==> src/hdl/lzw_pkg.sv <==
// Shared types and constants of the LZW encoder.
// Depends on nothing; lzw_encoder, lzw_ctrl and lzw_dpath import it.
package lzw_pkg;

  localparam int unsigned BYTE_W      = 8;
  localparam int unsigned CODE_W      = 12;
  localparam int unsigned LIT_CODES   = 256;
  localparam int unsigned IN_TDATA_W  = 8;
  localparam int unsigned OUT_TDATA_W = 16;

  // Commands from the controller to the datapath
  typedef struct packed {
    logic take;          // capture the accepted item
    logic start_stream;  // first byte: becomes the prefix, mark started
    logic scan_start;    // rewind the dictionary scan to the first learned code
    logic scan_en;       // advance the dictionary scan one entry
    logic hit_load;      // matched entry becomes the prefix
    logic emit;          // load the output register with the prefix code
    logic emit_last;     // flag the loaded code as the last of the stream
    logic learn;         // store prefix and byte at the next free code, if one is left
    logic restart_byte;  // prefix restarts from the held byte
    logic stream_reset;  // back to the state after reset
  } lzw_cmd_t;

  // Status from the datapath to the controller
  typedef struct packed {
    logic started;   // a stream is in progress
    logic eos;       // held item is the last of its stream
    logic hit;       // scan found prefix and byte
    logic miss;      // scan ran past the last learned code
    logic out_free;  // output register can take a code this cycle
  } lzw_stat_t;

endpackage

==> src/hdl/lzw_ctrl.sv <==
// Controller of the LZW encoder: sequences capture, scan, emit and learn.
// Depends on lzw_pkg for the command and status structs.
module lzw_ctrl (
  input  logic               clk_i,
  input  logic               rst_ni,
  input  logic               in_valid_i,
  output logic               in_ready_o,
  input  lzw_pkg::lzw_stat_t stat_i,
  output lzw_pkg::lzw_cmd_t  cmd_o
);
  import lzw_pkg::*;

  typedef enum logic [2:0] {
    ST_IDLE,
    ST_DISPATCH,
    ST_SCAN,
    ST_EMIT_MISS,
    ST_EMIT_LAST
  } state_e;

  state_e state_q, state_d;

  // Decode state into commands and next state
  always_comb begin
    cmd_o      = '0;
    state_d    = state_q;
    in_ready_o = 1'b0;
    unique case (state_q)
      ST_IDLE: begin
        in_ready_o = 1'b1;
        if (in_valid_i) begin
          cmd_o.take = 1'b1;
          state_d    = ST_DISPATCH;
        end
      end
      ST_DISPATCH: begin
        if (!stat_i.started) begin
          cmd_o.start_stream = 1'b1;
          state_d            = stat_i.eos ? ST_EMIT_LAST : ST_IDLE;
        end else begin
          cmd_o.scan_start = 1'b1;
          state_d          = ST_SCAN;
        end
      end
      ST_SCAN: begin
        cmd_o.scan_en = 1'b1;
        if (stat_i.hit) begin
          cmd_o.hit_load = 1'b1;
          state_d        = stat_i.eos ? ST_EMIT_LAST : ST_IDLE;
        end else if (stat_i.miss) begin
          state_d = ST_EMIT_MISS;
        end
      end
      ST_EMIT_MISS: begin
        if (stat_i.out_free) begin
          cmd_o.emit         = 1'b1;
          cmd_o.learn        = 1'b1;
          cmd_o.restart_byte = 1'b1;
          state_d            = stat_i.eos ? ST_EMIT_LAST : ST_IDLE;
        end
      end
      ST_EMIT_LAST: begin
        if (stat_i.out_free) begin
          cmd_o.emit         = 1'b1;
          cmd_o.emit_last    = 1'b1;
          cmd_o.stream_reset = 1'b1;
          state_d            = ST_IDLE;
        end
      end
      default: begin
        state_d = ST_IDLE;
      end
    endcase
  end

  // Hold state
  always_ff @(posedge clk_i or negedge rst_ni) begin
    if (!rst_ni) begin
      state_q <= ST_IDLE;
    end else begin
      state_q <= state_d;
    end
  end

endmodule

==> config.mk <==
export PLATFORM = sky130hd
export DESIGN_NAME = lzw_ctrl
export DESIGN_NICKNAME = d
export VERILOG_FILES = /design/src/hdl/lzw_pkg.sv /design/src/hdl/lzw_ctrl.sv
export SDC_FILE = /design/constraint.sdc
export NUM_CORES = 1
export LEC_CHECK = 0
export BUFFER_PORTS_ARGS = -buffer_cell sky130_fd_sc_hd__buf_2
export CAP_MARGIN = 40
export CELL_PAD_IN_SITES_DETAIL_PLACEMENT = 1
export CELL_PAD_IN_SITES_GLOBAL_PLACEMENT = 2
export CORE_MARGIN = 8
export CORE_UTILIZATION = 20
export DETAILED_ROUTE_END_ITERATION = 8
export PLACE_DENSITY_LB_ADDON = 0.05
export REMOVE_ABC_BUFFERS = 1
export SLEW_MARGIN = 30
export SYNTH_ARGS = -nofsm -noshare
export SYNTH_HDL_FRONTEND = slang
export SYNTH_SLANG_ARGS = --single-unit
==> constraint.sdc <==
create_clock -name clk_i -period 1.38 [get_ports clk_i]
set_input_delay 0.138 -clock clk_i [delete_from_list [all_inputs] [get_ports clk_i]]
set_output_delay 0.138 -clock clk_i [all_outputs]
set_load 0.02 [all_outputs]
== Word level (Yosys, flattened, before mapping) ==
Cells that the tools add are included.

* Equality and inequality tests: 8
* Muxes and demuxes: 22
* Reduce and logical (&&, ||, !) cells: 2

{| class="wikitable"
|+ Operators by type and width
! cell !! number
|-
| 3-bit two-way mux || 7
|-
| 3-bit one-hot mux with 5 select lines || 1
|-
| 1-bit two-way mux || 9
|-
| 2-bit two-way mux || 4
|-
| 3-bit by 2-bit == test with 1-bit output, second input constant || 2
|-
| 2-bit != test, second input constant || 3
|-
| 4-bit AND reduction || 1
|-
| 3-bit by 1-bit == test with 1-bit output, second input constant || 1
|-
| 3-bit == test, second input constant || 1
|-
| 3-bit zero test || 1
|-
| 3-bit != test, second input constant || 1
|-
| 1-bit one-hot mux with 2 select lines || 1
|}

* Register bits after elaboration: 3
* Output and inout port bits: 11
* Word-level logic and storage cells: 33

== Longest topological paths before layout ==
Gate-level depths: netlist (run 1).

* Depth in word-level cells: 3
* Mapped depth: 5
* Depth with buffers taken out: 4

== Worst setup path before layout (run 1) ==
No wires, ideal clock.

* Path type: reg-to-output
* From: register state_q[0]
* To: output port cmd_o[3] (netlist bit)
* Arrival time: 1.656 ns
* Required time: 1.242 ns
* Path slack: -0.414 ns
* Stages on the path, launching flop included: 4
* Buffers on the path: 2
* Cell sequence: dfrtp_1 buf_2 nor4bb_1 buf_4

{| class="wikitable"
|+ RTL lines
! item !! line !! text
|-
| start: declaration || lzw_ctrl.sv:21 || <nowiki>state_e state_q, state_d;</nowiki>
|-
| start signal: assignment || lzw_ctrl.sv:81 || <nowiki>state_q <= state_d;</nowiki>
|-
| end: declaration || lzw_ctrl.sv:9 || <nowiki>output lzw_pkg::lzw_cmd_t cmd_o</nowiki>
|}

==> flow_metrics.tcl, run 1 <==
set metrics [dict create \
    run_status "finished with violations" \
    failed_checks "setup timing" \
    antenna_found_initial 0 \
    syn_to_final_growth_pct 90.3 \
    antenna-diode-count 0 \
    startpoint_type "flip-flop" \
    avgSynthCellArea_um2 8.28 \
    whs_ns 0.244 \
    tritoncts.num_buffers 3 \
    fp.dieH_um 56.2 \
    timing.critical_path.required_ns 1.24 \
    drc_errors 0 \
    cts.root.buffer_cell "clkbuf_4" \
    finalNonFillerCells 83 \
    layout-drive-gt1-share_pct 58.2 \
    r2r_end "state_q[2]$_DFFE_PN0P_" \
    critical_path.max_fanout 3 \
    regToRegSetupSlack_ns -0.02 \
    top_level_ports 19 \
    gp_congestion 0.699 \
    final_cell_mix "13 x buf_4, 10 x buf_2, 5 x buf_6" \
    wire_length_of_the_first_global_routing_pass_mm 1.96 \
    r2r_start "state_q[2]$_DFFE_PN0P_" \
    hold_path.class "in -> async" \
    setup_viol_count_final 6 \
    grt_setup_unrepaired "true" \
    firstDrtPassIters 3 \
    final_common_cell "buf_4" \
    ys_warn_count 0 \
    postLayoutSetupSlackWorst_ns -0.0812 \
    worst-setup-path-type "reg -> out" \
    post-route-min-period_ns 1.46 \
    cts-root-to-sink-buffers 2 \
    tritoncts "built" \
    vias_per_cell 4.96 \
    critPathArrivalTime_ns 1.32 \
    synth_cell_type_count 24 \
    ant_nets 0 \
    fmax_mhz 684 \
    die-width_um 56.2 \
    routedWlPerCell_um 17.0 \
    place.detailed.hpwl_um 879 \
    clk_pin_slew_worst_paths_ns 0.04 \
    die_area_um2 3160 \
    timing.max_cap.violations 0 \
    core_area_um2 1510 \
    start_util_pct 21.4 \
    netlist_area_um2 323 \
    groute.usage.overall_pct 7.84 \
    grt_max_degree 15 \
    report.final.hold_viol_count 0 \
    postSynthCellCount 39 \
    vias 412 \
    peakVddDrop_uv 744 \
    largest_register_ff_count 3 \
    rows 14 \
    final_net_count 76 \
    regMostFlops "state_q" \
    biggestRegsByFlops "state_q: 3 flops" \
    report.final.slew_viol_count 0 \
    synth_seq_cells 3 \
    final.setup_skew_ns 0.00712 \
    io_buffers 18 \
    globalRoute.totalOverflow 0 \
    clock-sinks 3 \
    worstMarginPinSlew_ns 0.248 \
    cts_max_level 1 \
    leakagePower_nw 0.292 \
    filler_cell_count 180 \
    clk_latency_ns 0.23 \
    vias_in_the_first_global_route 423 \
    timing.slew.headroom_pct 83.2 \
    worstSetupEndpointType "output port" \
    synth_sequential_area_ratio_pct 23.3 \
    final.period_utilization_pct 106 \
    drtIter0Drc 6 \
    drt_wl_total_mm 1.41 \
    numPlacedInstances 71 \
    r2r.worst_path.cells 5 \
    pwr_density_cell_nw_per_um2 1940 \
]
## worst max-delay path by stage
stage	start	to	slack (ns)
floorplan	state_q[2]$_DFFE_PN0P_	cmd_o[0]	-0.56
global placement	state_q[0]$_DFFE_PN0P_	cmd_o[4]	0.11
detailed placement	state_q[0]$_DFFE_PN0P_	cmd_o[4]	0.07
CTS	state_q[0]$_DFFE_PN0P_	cmd_o[4]	-0.08
global route	state_q[2]$_DFFE_PN0P_	cmd_o[4]	-0.12
finish	state_q[2]$_DFFE_PN0P_	cmd_o[4]	-0.08
## what timing repair did
item	4_1_cts	5_1_grt
cloned	0	2
hold endpoints to repair	3	0
endpoints found under the setup margin	7	8
buffers inserted	4	1
resized for setup	11	14
pin swaps	3	4
hold buffers	1	0
## worst max-delay path: stages, from the launching register on
cell and delay [ns]:
dfrtp_1 0.39, or3b_4 0.40, a21boi_2 0.16, buf_6 0.13
## kinds of logic (layout without fill, tap and decap cells)
kind of cell	after synthesis	in the layout	synth area share (%)
AOI/OAI and AO/OA	9	9	19.0
muxes	1	1	3.10
DFF	3	3	23.3
buffers and inverters	5	33	9.30
and+or+nand+nor	21	21	45.3
## layout make-up
class,instances,area (µm²),area share [%]
Clock buffer,4,26.3,4.28
Multi-Input combinational cell,31,279,45.4
Sequential cell,3,75.1,12.2
Tap cell,16,20.0,3.26
Timing Repair Buffer,29,214,34.8
## cells in the mapped netlist (all sizes together)
cell / n / share of area, %
a22oi: 2 / 4.6
and2: 2 / 3.9
a21oi: 3 / 5.8
nor2: 4 / 4.6
or3b: 1 / 3.5
or2b: 1 / 2.3
nor3: 1 / 1.5
mux2i: 1 / 3.1
nand2b: 3 / 5.8
nand3b: 1 / 2.3
and4b: 1 / 3.1
nor3b: 1 / 3.9
dfrtp: 3 / 23
nor4bb: 2 / 6.2
a21o: 1 / 2.3
buf: 5 / 9.3
a21boi: 1 / 2.3
nor4b: 2 / 5.4
nand3: 1 / 1.5
o31ai: 1 / 2.3
o21ai: 1 / 1.5
nand2: 1 / 1.2
## metal layers
metal	vias up	routed length, µm	track usage, %
met5	-	0	0
met4	0	0	2.06
met3	0	69	3.42
met1	200	538	7.09
met2	12	806	15.2
li1	200	-	-
## metrics by stage
stage	area [µm²]	setup TNS [ns]	setup WS, ns	utilization (%)	total power [mW]
global route	614	-0.773	-0.124	40.8	1.26
floorplan	293	-1.54	-0.561	-	0.538
detailed placement	425	0	0.0650	28.2	0.760
CTS	532	-0.317	-0.0820	35.3	1.04
global placement	425	0	0.114	28.2	0.735
finish	614	-0.173	-0.0812	40.8	1.19
## power by group
group / internal (mW) / switching, mW
Sequential: 0.123 / 0.0322
Combinational: 0.427 / 0.451
Clock: 0.108 / 0.0473
Total: 0.658 / 0.531
No activity file was read; power rests on OpenSTA's default activity.
==> run 2, diff against run 1 <==
ABC_AREA = 1   (was not set)
CORE_UTILIZATION = 16   (was 20)
==> flow_metrics.tcl, run 2 <==
set metrics [dict create \
    start_util_pct 16.8 \
    ys_dominant_reg_cell "dfrtp_1" \
    vias 382 \
    die_area_um2 3410 \
    clk_pin_slew_worst_paths_ns 0.04 \
    postSynthCellCount 51 \
    largest_register_ff_count 3 \
    critical_path.max_fanout 7 \
    groute.usage.overall_pct 7.21 \
    met3_capacity_usage_during_global_routing_pct 3.04 \
    synth_top_area_share_pct 26.1 \
    leakagePower_nw 0.289 \
    ant_nets 0 \
    startpoint_type "flip-flop" \
    tritoncts.num_buffers 3 \
    post-route-min-period_ns 1.36 \
    drtIter0Drc 2 \
    critPathArrivalTime_ns 1.23 \
    io_buffers 18 \
    drc_errors 0 \
    run_status "complete, no violations" \
    synth_cell_type_count 13 \
    met1_usage_pct 7.79 \
    top_level_ports 19 \
    drt_wl_total_mm 1.04 \
    report.final.hold_viol_count 0 \
    timing.critical_path.required_ns 1.24 \
    cts-root-to-sink-buffers 2 \
    worstMarginPinSlew_ns 0.241 \
    report.final.slew_viol_count 0 \
    cts.root.buffer_cell "clkbuf_4" \
    antenna-diode-count 0 \
    avgSynthCellArea_um2 5.64 \
    synth_enable_flop_cells 0 \
    tritoncts "built" \
    vias_in_the_first_global_route 427 \
    layout-drive-gt1-share_pct 50.7 \
    timing.slew.headroom_pct 83.8 \
    clk_latency_ns 0.24 \
    setup_viol_count_final 0 \
    placement.cell_area_um2 394 \
    timing.max_cap.violations 0 \
    cts_max_level 1 \
    post_synth_most_frequent_cells "14 x nand2_1, 9 x inv_1, 8 x nor2_1" \
    power.total_mw 0.956 \
    postLayoutCellArea_um2 492 \
    antenna_found_initial 0 \
    ys_warn_count 0 \
    globalRoute.totalOverflow 0 \
    grt_util_met2_pct 12.0 \
    ys_top_cells_by_area "dfrtp_1 26%, nand2_1 18%, inv_1 12%, nor2_1 10%, nand3_1 8.7%" \
    rows 15 \
    netlist_area_um2 288 \
    wire_length_of_the_first_global_routing_pass_mm 1.93 \
    peakVddDrop_uv 911 \
    die-width_um 58.4 \
    globalRoute.busiestLayer "met2" \
    routedWlPerCell_um 10.6 \
    fp.dieH_um 58.4 \
    grt_setup_unrepaired "true" \
    synth_seq_cells 3 \
    final_net_count 82 \
    synth_sequential_area_ratio_pct 26.1 \
    biggestRegsByFlops "state_q: 3 flops" \
    regToRegSetupSlack_ns 0.22 \
    firstDrtPassIters 4 \
    final_cell_mix "12 x nand2_1, 12 x buf_2, 9 x inv_1" \
    final.period_utilization_pct 98.8 \
    synth_area_leader_cell "dfrtp_1" \
    core_area_um2 1710 \
    fmax_mhz 733 \
    grt_max_degree 8 \
    final_core_util_pct 28.8 \
    pwr_density_cell_nw_per_um2 1940 \
    synthArstFlopShare_pct 100 \
    gp_congestion 0.655 \
    vias_per_cell 3.90 \
    clock-sinks 3 \
    worstSetupEndpointType "output port" \
    place.detailed.hpwl_um 882 \
    final.setup_skew_ns 0.00512 \
    worst-setup-path-type "reg -> out" \
    hold_path.class "in -> async" \
    regMostFlops "state_q" \
    syn_to_final_growth_pct 70.9 \
    post-synth-top-count-cell "nand2_1" \
]
run 2: changes by cell type in the layout (fill, tap and decap cells not counted), sizes merged, moves of 3 or more:
| cell | delta |
|---|---|
| inv | +12 |
| buf | -9 |
| nand2b | -3 |
| nand3 | +4 |
| nor2 | +6 |
| nand2 | +13 |
run 2: per-layer routing:
| layer | wire, µm | vias to the layer above | part of all wire [%] |
|---|---|---|---|
| met3 | 75 | 2 | 7.2 |
| li1 | - | 198 | - |
| met4 | 8 | 0 | 0.77 |
| met5 | 0 | - | 0 |
| met2 | 483 | 13 | 47 |
| met1 | 469 | 169 | 45 |
run 2: cell families after synthesis:
kind of cell	share of synthesized area (%)
flops	26.1
buf+inv	20.9
simple gates	46.1
compound gates	6.96
run 2: report_power, final:
| group | internal (mW) | total (mW) | leakage [nW] | switching (mW) |
|---|---|---|---|---|
| clock | 0.109 | 0.161 | 0.0150 | 0.0519 |
| sequential | 0.132 | 0.212 | 0.0349 | 0.0800 |
| combinational | 0.218 | 0.584 | 0.240 | 0.366 |
| total | 0.458 | 0.956 | 0.289 | 0.498 |
run 2: area by class of cell:
type | count | area, µm²
fill | 226 | 1220
tap | 25 | 31.3
timing repair buffer | 20 | 123
clock buffer | 4 | 26.3
multi-input combinational | 34 | 188
inverter | 12 | 45.0
sequential | 3 | 78.8
run 2: worst paths after layout:
path	end	cells after the start	start
worst max-delay path	cmd_o[8]	2	state_q[2]$_DFFE_PN0P_
worst min-delay path	state_q[2]$_DFFE_PN0P_	2	rst_ni
worst max register to register	state_q[2]$_DFFE_PN0P_	7	state_q[1]$_DFFE_PN0P_
worst min register to register	state_q[0]$_DFFE_PN0P_	3	state_q[2]$_DFFE_PN0P_
max in group asynchronous	state_q[1]$_DFFE_PN0P_	2	rst_ni
min in group clk_i	state_q[0]$_DFFE_PN0P_	4	stat_i[0]
run 2: through the flow:
stage	hold WS (ns)	setup TNS, ns	worst slack, ns	cells
3_3_place_gp	-0.0616	0	0.184	92
4_1_cts	0.212	0	0.000462	98
6_report	0.218	0	0.0161	98
3_5_place_dp	-0.0618	0	0.194	92
2_1_floorplan	-0.158	0	0.0409	49
5_1_grt	0.240	-0.0668	-0.0215	98
run 2: critical path, cell delays in order (launching register included):
cell and delay [ns]:
dfrtp_2 0.48, nor4_1 0.29, buf_2 0.22
run 2: timing repair:
action	CTS	global route
endpoints found under the setup margin	6	10
hold endpoints to repair	3	0
gates resized for setup	3	16
setup buffers	1	0
pin swaps	2	2
hold buffers	1	0
==> run 3, diff against run 2 <==
CELL_PAD_IN_SITES_GLOBAL_PLACEMENT = 1   (was 2)
CORE_UTILIZATION = 21   (was 16)
clock period = 1.2 ns   (was 1.38 ns; I/O delays follow)
==> flow_metrics.tcl, run 3 (synthesized netlist as in run 2, its figures left out) <==
set metrics [dict create \
    run_status "finished with violations" \
    failed_checks "setup timing" \
    final.setup_skew_ns 0.00317 \
    report.final.slew_viol_count 0 \
    leakagePower_nw 0.329 \
    drc_errors 0 \
    io_buffers 18 \
    antenna_found_initial 0 \
    pwr_density_cell_nw_per_um2 2360 \
    die-width_um 53.0 \
    clk_pin_slew_worst_paths_ns 0.04 \
    vias_in_the_first_global_route 421 \
    top_level_ports 19 \
    final_cell_mix "9 x buf_4, 7 x nand2_1, 7 x buf_2, 7 x buf_6" \
    wire_length_of_the_first_global_routing_pass_mm 1.71 \
    timing.critical_path.required_ns 1.08 \
    timing.max_cap.violations 0 \
    crit_chain "buf_12 > inv_8 > nand2_4 > nor2_4 > buf_6" \
    place.detailed.hpwl_um 829 \
    final_common_cell "buf_4" \
    power.total_mw 1.54 \
    pre_cts_slack_ns 0.00947 \
    setup_viol_count_final 11 \
    antenna-diode-count 0 \
    fp.dieH_um 53.0 \
    report.final.hold_viol_count 0 \
    worstSetupEndpointType "output port" \
    gp_congestion 0.671 \
    drtIter0Drc 1 \
    largest_incremental_delay_on_the_critical_path_ns 0.49 \
    start_util_pct 22.4 \
    startpoint_type "flip-flop" \
    biggestRegsByFlops "state_q: 3 flops" \
    core_area_um2 1280 \
    clock-sinks 3 \
    syn_to_final_growth_pct 126 \
    worst-setup-path-type "reg -> out" \
    clk_latency_ns 0.23 \
    timing.slew.headroom_pct 83.7 \
    worstMarginPinSlew_ns 0.244 \
    globalRoute.totalOverflow 0 \
    critPathArrivalTime_ns 1.21 \
    rows 13 \
    peakVddDrop_uv 1160 \
    drt_wl_total_mm 1.15 \
    post-route-min-period_ns 1.33 \
    filler_cell_count 168 \
    tritoncts "built" \
    cts.root.buffer_cell "clkbuf_4" \
    tritoncts.num_buffers 3 \
    timing.critical_path.slowest_stage_cell "dfrtp_2" \
    grt_max_degree 6 \
    grt_setup_unrepaired "true" \
    layout-drive-gt1-share_pct 70.5 \
    firstDrtPassIters 2 \
    groute.usage.overall_pct 8.09 \
    cts_max_level 1 \
    cts-root-to-sink-buffers 2 \
    routedWlPerCell_um 12.3 \
    vias 412 \
    vias_per_cell 4.43 \
    largest_register_ff_count 3 \
    die_area_um2 2810 \
    critical_path.max_fanout 5 \
    final_net_count 87 \
    regMostFlops "state_q" \
    ant_nets 0 \
    postLayoutSetupSlackWorst_ns -0.129 \
    final.period_utilization_pct 111 \
    hold_path.class "in -> async" \
    fmax_mhz 753 \
]
[run 3: final timing paths]
path                                        start                     end  slack (ns)  cells after the start
max                        state_q[2]$_DFFE_PN0P_                cmd_o[9]       -0.13                      5
min                                        rst_ni  state_q[1]$_DFFE_PN0P_        0.23                      2
max reg2reg                state_q[2]$_DFFE_PN0P_  state_q[2]$_DFFE_PN0P_        0.03                      7
min reg2reg                state_q[0]$_DFFE_PN0P_  state_q[2]$_DFFE_PN0P_        0.71                      3
max in group asynchronous                  rst_ni  state_q[2]$_DFFE_PN0P_        0.85                      2
min in group clk_i                      stat_i[3]  state_q[2]$_DFFE_PN0P_        0.29                      5
[run 3: power breakdown]
part	switching, mW	total [mW]	internal [mW]	leakage [nW]
Clock	0.0479	0.172	0.124	0.0150
Combinational	0.596	1.11	0.514	0.279
Sequential	0.106	0.257	0.151	0.0349
Total	0.749	1.54	0.789	0.329
[run 3: what timing repair did]
action                                  4_1_cts  5_1_grt
resized for setup                            17       38
hold buffers                                  1        0
pin swaps                                     3        9
setup buffers                                 3        3
cloned                                        0        0
hold endpoints to repair                      3        0
endpoints found under the setup margin       11       14
[run 3: critical path, delay by kind of cell, from the launching register on]
family,cells,cell delay [ns]
buffers and inverters,3,0.33
flip-flops,1,0.49
AND/OR/NAND/NOR,2,0.17
[run 3: metrics by stage]
step                instances  util, %  instance area, µm²  setup TNS, ns  hold WS [ns]
finish                     93     50.6                 651          -1.12         0.228
CTS                        90     38.9                 499          -1.07         0.206
global route               93     50.6                 651          -1.83         0.225
floorplan                  49        -                 273         -0.475        -0.176
detailed placement         82     29.7                 382              0       -0.0828
global placement           82     29.7                 382              0       -0.0828
[run 3: layout make-up]
type | count | area (µm²) | share of cell area [%]
Clock buffer | 4 | 26.3 | 4.04
Multi-Input combinational cell | 34 | 260 | 40.0
Inverter | 12 | 55.1 | 8.46
Tap cell | 15 | 18.8 | 2.88
Timing Repair Buffer | 25 | 211 | 32.5
Sequential cell | 3 | 78.8 | 12.1
[run 3: metal layers]
layer / global-route usage [%] / routed length, µm / vias to the layer above
li1: - / - / 209
met1: 8.56 / 429 / 191
met2: 13.5 / 608 / 12
met3: 2.52 / 108 / 0
met4: 5.17 / 0 / 0
met5: 0 / 0 / -
